`config.mk`:
```
export PLATFORM = sky130hd
export DESIGN_NAME = boh_mul
export DESIGN_NICKNAME = d
export VERILOG_FILES = /design/src/rtl/buddhabrot_orbit_histogram_defines.svh /design/src/rtl/boh_mul.sv
export SDC_FILE = /design/constraint.sdc
export NUM_CORES = 2
export LEC_CHECK = 0
export BUFFER_PORTS_ARGS = -buffer_cell sky130_fd_sc_hd__buf_2
export CAP_MARGIN = 30
export CORE_MARGIN = 2
export CORE_UTILIZATION = 55
export CTS_CLUSTER_SIZE = 40
export DETAILED_ROUTE_END_ITERATION = 10
export PLACE_DENSITY = 0.72
export SYNTH_ARGS = -nofsm -noshare
export SYNTH_HDL_FRONTEND = slang
export SYNTH_SLANG_ARGS = --single-unit
```
`constraint.sdc`:
```
create_clock -name aclk -period 11.4 [get_ports aclk]
set_input_delay 2.28 -clock aclk [delete_from_list [all_inputs] [get_ports aclk]]
set_output_delay 2.28 -clock aclk [all_outputs]
set_load 0.02 [all_outputs]
```
`src/rtl/buddhabrot_orbit_histogram_defines.svh`:
```
// Assertion macros for the orbit histogram block.
`ifndef BUDDHABROT_ORBIT_HISTOGRAM_DEFINES_SVH
`define BUDDHABROT_ORBIT_HISTOGRAM_DEFINES_SVH
// Clocked implication checked outside reset.
`define BOH_ASSERT_IMPL(label, clk, rstn, ante, cons, msg) \
    label: assert property (@(posedge clk) disable iff (!rstn) (ante) |-> (cons)) \
        else $error(msg);
// Next-cycle implication checked outside reset.
`define BOH_ASSERT_NEXT(label, clk, rstn, ante, cons, msg) \
    label: assert property (@(posedge clk) disable iff (!rstn) (ante) |=> (cons)) \
        else $error(msg);
`endif

```
`src/rtl/boh_mul.sv`:
```
// ----------------------------------------------------------------------------
// boh_mul
// Shared signed 33x33 multiplier with a registered product.
// ----------------------------------------------------------------------------
module boh_mul (
    input  logic               aclk,
    input  logic signed [32:0] a,
    input  logic signed [32:0] b,
    output logic signed [65:0] p
);
    logic signed [65:0] p_reg;

    always_ff @(posedge aclk) begin
        p_reg <= a * b;
    end

    assign p = p_reg;
endmodule

```
## After elaboration in Yosys (flattened, before gate mapping)

Cells that the tools add are included.

| storage, ports and cells | value |
|---|---|
| bits in registers | 66 |
| word-level logic and storage cells | 2 |

| operators by class | value |
|---|---|
| $mul | 1 |

Operator list:

| cell | number |
|---|---|
| multiplier 33 x 33 -> 66 bit | 1 |

## Logic depth before layout (Yosys ltp)

| logic depth | value |
|---|---|
| depth after elaboration | 1 |
| mapped depth | 27 |

## Worst setup path after synthesis

Ideal clock, no wire load.

| timing path | value |
|---|---|
| path kind | in2reg |
| from | input a[32] |
| to | register p_reg[62], in the netlist p[62] |
| setup time | 0.079 ns |
| arrival time | 9.437 ns |
| data required time | 11.321 ns |
| slack | 1.884 ns |
| cell stages on the path | 23 |
| path buffers | 2 |
| path through | clkbuf_1 -> nand2_1 -> inv_1 -> fa_1 -> fa_1 -> fa_1 -> fa_1 -> fa_1 -> fa_1 -> fa_1 -> inv_1 -> fa_1 -> inv_1 -> ha_1 -> clkbuf_1 -> and3_1 -> nand3_1 -> nand2b_1 -> a2111oi_4 -> a211oi_4 -> a21o_2 -> a21o_1 -> a211oi_2 |

| on the way | value |
|---|---|
| word-level cells in the longest chain between the ends | 1 |

Ends and longest elaborated chain:

| element | line | source |
|---|---|---|
| from (decl) | boh_mul.sv:7 | `input logic signed [32:0] a,` |
| multiplier 33 x 33 -> 66 bit | boh_mul.sv:14 | `p_reg <= a * b;` |
| to (signal assigned) | boh_mul.sv:14 |  |
| to (decl) | boh_mul.sv:11 | `logic signed [65:0] p_reg;` |

No other way between the ends.

## Worst setup path after layout

| timing path | value |
|---|---|
| from | input a[32] |
| to | register p_reg[64], in the netlist p[64] |

The elaborated chain is that of the path after synthesis.

==> metrics.log <==
[metrics] initial detailed-routing violation count: between 1500 and 2000
[metrics] final wirelength: about 110 mm
[metrics] category of the worst setup path capture point: flip-flop
[metrics] dominant cell type by count on the critical path: sky130_fd_sc_hd__fa_1
[metrics] worst rel slew slack: a little under two fifths
[metrics] worst hold path stage count: 3
[metrics] antenna-violating nets left: 0
[metrics] top cells by area, synth: sky130_fd_sc_hd__fa_1, sky130_fd_sc_hd__inv_1, sky130_fd_sc_hd__and2_1
[metrics] worst path arrival time: 10.28 ns
[metrics] Die H: 276 um
[metrics] count of nets after finishing: 5713
[metrics] hold path startpoint: a[0]
[metrics] launching element type of the critical path: input port
[metrics] CTS resizes: 0
[metrics] max reg flops: 66
[metrics] detailed-router iteration count before antenna repair: 5
[metrics] WHS Endpoint: p[0]$_DFF_P_
[metrics] total of buffers placed on input and output ports: 132
[metrics] last weighted congestion value of the routability-driven placer: around 0.92
[metrics] share of the yosys chip area belonging to registers: ~3.2%
[metrics] critical path fanouts, max: 33
[metrics] TritonCTS buffer count: 9
[metrics] Root Buffer Master: sky130_fd_sc_hd__clkbuf_16
[metrics] pin count of the biggest net entering global routing: 34
[metrics] total setup violations reported at the end of the flow: 0
[metrics] area grow syn2layout: 3.64%
[metrics] via density per instance: between 5 and 6
[metrics] Setup CP Type: input port to flip-flop
[metrics] total number of yosys warnings: 0
[metrics] count leader, synth: sky130_fd_sc_hd__fa_1
[metrics] Starting Density: between 50% and 60%
[metrics] number of global-route vias before repair: around 32000
[metrics] overall track demand over capacity in global routing: around 30%
[metrics] cells along the critical path: buf_2, nand2_1, inv_1, fa_1, fa_1, fa_1, buf_4, fa_1, fa_1, fa_1, fa_1, inv_1, fa_1, inv_1, ha_1, nand4_1, nor2_1, nand2_1, nor3_1, o311ai_4, nand3_2, a211oi_1, a311oi_1
[metrics] total DRC errors in the routed layout: 0
[metrics] maxcap violations: 0
[metrics] I/O pin count: 133
[metrics] quantity of hold-fixing buffers added after cts: 0
[metrics] Final Hold Fails: 0
[metrics] first-pass GRT wire length: 176 mm
[metrics] RSZ-0062 raised after global routing: no
[metrics] WL/cell: approximately 20 um
[metrics] commonest cells in the synthesized netlist: sky130_fd_sc_hd__fa_1, sky130_fd_sc_hd__inv_1, sky130_fd_sc_hd__and2_1
[metrics] max incr delay on CP: 0.70 ns
[metrics] depth of the CTS H-tree: 3
[metrics] share of the synthesized area in the top cell type: a little under three fifths
[metrics] clock slew at reported path FFs: 0.07 ns
[metrics] clock sink count: 66
[metrics] count of flip-flops with a built-in enable after synthesis: 0
[metrics] outcome: finished, final reports clean
[metrics] type of the worst min-delay path: input port to flip-flop
[metrics] Max Slew Vio Count: 0
[metrics] critical-path cell with the highest stage delay: sky130_fd_sc_hd__fa_1
[metrics] Max Buffers Root-to-Sink: 2
[metrics] number of instances in the synthesized netlist: ~4300
[metrics] Period Utilization, post-route: roughly 88%
[metrics] fraction of layout instances using a drive strength above 1: about 5%
[metrics] routed via count: 28759
[metrics] overflow left after global routing: 0
[metrics] unique cell type count in the Yosys netlist: 80
[metrics] proportion of register bits with asynchronous set or reset after synthesis: 0%
[metrics] total of flip-flops plus latches after synthesis: 66
[metrics] die span in x: between 200 and 300 um
[metrics] Layout Utilization: between 50% and 60%
[metrics] DPL Wire Length: about 90 mm
[metrics] total setup buffers inserted after CTS: 0
[metrics] post-synthesis area per instance: between 9 and 10 um^2
[metrics] Std-Cell Rows: a little under 100
[metrics] floorplan die area: about 76000 um^2
[metrics] CTS tree: yes
[metrics] area of the mapped netlist: 40700 um^2
[metrics] Max Clock Freq: 100 MHz
[metrics] CP Launch Point: a[32]
[metrics] post-synthesis net count: approximately 5800
[metrics] most instantiated flip-flop cell in the synthesis netlist: sky130_fd_sc_hd__dfxtp_1
[metrics] actual transition at the worst max-transition pin: around 0.93 ns
[metrics] cell accounting for the most synthesized area: sky130_fd_sc_hd__fa_1
[metrics] CORE AREA: approximately 73000 um^2
[metrics] data required time of the critical path: roughly 12 ns
[metrics] number of antenna violations at the first check in global routing: 5
[metrics] final critical-path required period: roughly 10 ns
[metrics] setup_tns: 0 ns
-- cells in the final DEF, fill, tap and decap left out, types with 7 or more instances in the layout --
cell type	count
sky130_fd_sc_hd__fa_1	1145
sky130_fd_sc_hd__inv_1	1131
sky130_fd_sc_hd__and2_1	562
sky130_fd_sc_hd__nand2_1	551
sky130_fd_sc_hd__ha_1	217
sky130_fd_sc_hd__buf_2	132
sky130_fd_sc_hd__nor2_1	68
sky130_fd_sc_hd__dfxtp_1	66
sky130_fd_sc_hd__a21oi_1	57
sky130_fd_sc_hd__xnor2_1	43
sky130_fd_sc_hd__a21o_1	36
sky130_fd_sc_hd__o21ai_0	25
sky130_fd_sc_hd__nand3_1	25
sky130_fd_sc_hd__xor2_1	25
sky130_fd_sc_hd__buf_4	23
sky130_fd_sc_hd__nand2b_1	12
sky130_fd_sc_hd__o21bai_1	11
sky130_fd_sc_hd__nand4_1	11
sky130_fd_sc_hd__clkbuf_16	9
sky130_fd_sc_hd__a31oi_1	8
sky130_fd_sc_hd__a211oi_1	7
sky130_fd_sc_hd__nor3_1	7
-- per-stage QoR --
stage,setup slack (ns),instances,hold WS [ns],area [um^2]
after floorplan,1.88,4338,2.41,40700
after global placement,1.02,5231,2.70,41900
after detailed placement,1.16,5232,2.69,41900
after CTS,1.52,5248,2.58,42200
after global routing,1.05,5249,2.61,42200
final,1.41,5250,2.62,42200
-- worst max path at each step --
stage                                to  slack [ns]  depth (start not counted)
final                     p[64]$_DFF_P_        1.41                         23
after global routing      p[64]$_DFF_P_        1.05                         23
after CTS                 p[64]$_DFF_P_        1.52                         23
after detailed placement  p[58]$_DFF_P_        1.16                         23
after global placement    p[64]$_DFF_P_        1.02                         22
after floorplan           p[62]$_DFF_P_        1.88                         23
-- area by class of cell --
| cell class | instances | area, um^2 |
|---|---|---|
| clock inverters | 6 | 42.5 |
| fillers | 6434 | 30900 |
| clock buffers | 10 | 239 |
| repair buffers | 156 | 848 |
| multi-input cells | 2920 | 34300 |
| well taps | 959 | 1200 |
| diodes | 2 | 5.00 |
| flip-flops and latches | 66 | 1320 |
| inverters | 1131 | 4250 |
-- worst max-delay path, delay by kind of cell --
family / cells / cell delay, ns
compound gates: 3 / 0.58
buf+inv: 5 / 1.05
simple gates: 6 / 1.71
fa+ha+maj: 9 / 4.64
-- per-layer routing --
metal  up-vias  routed length [um]  track usage [%]
li1      12214                   -                -
met1     15152               40000             37.3
met2      1087               54600             51.5
met3       304                6190             3.54
met4         2                6140             15.2
met5         -                   7                0
-- cells by family (layout without fill, tap and decap cells) --
kind of cell	after synthesis	in the layout	synth area share [%]
DFF	66	66	3.24
other	0	2	0
adders and majority gates	1362	1362	62.9
AOI/OAI and AO/OA	219	219	4.07
and+or+nand+nor	1271	1271	15.8
buffers and inverters	1352	1303	12.5
xor gates and xnor gates	68	68	1.46
Power is left out: the tool's default activity adds up to more than one toggle a clock period on the data nets, which glitch-free logic cannot reach.
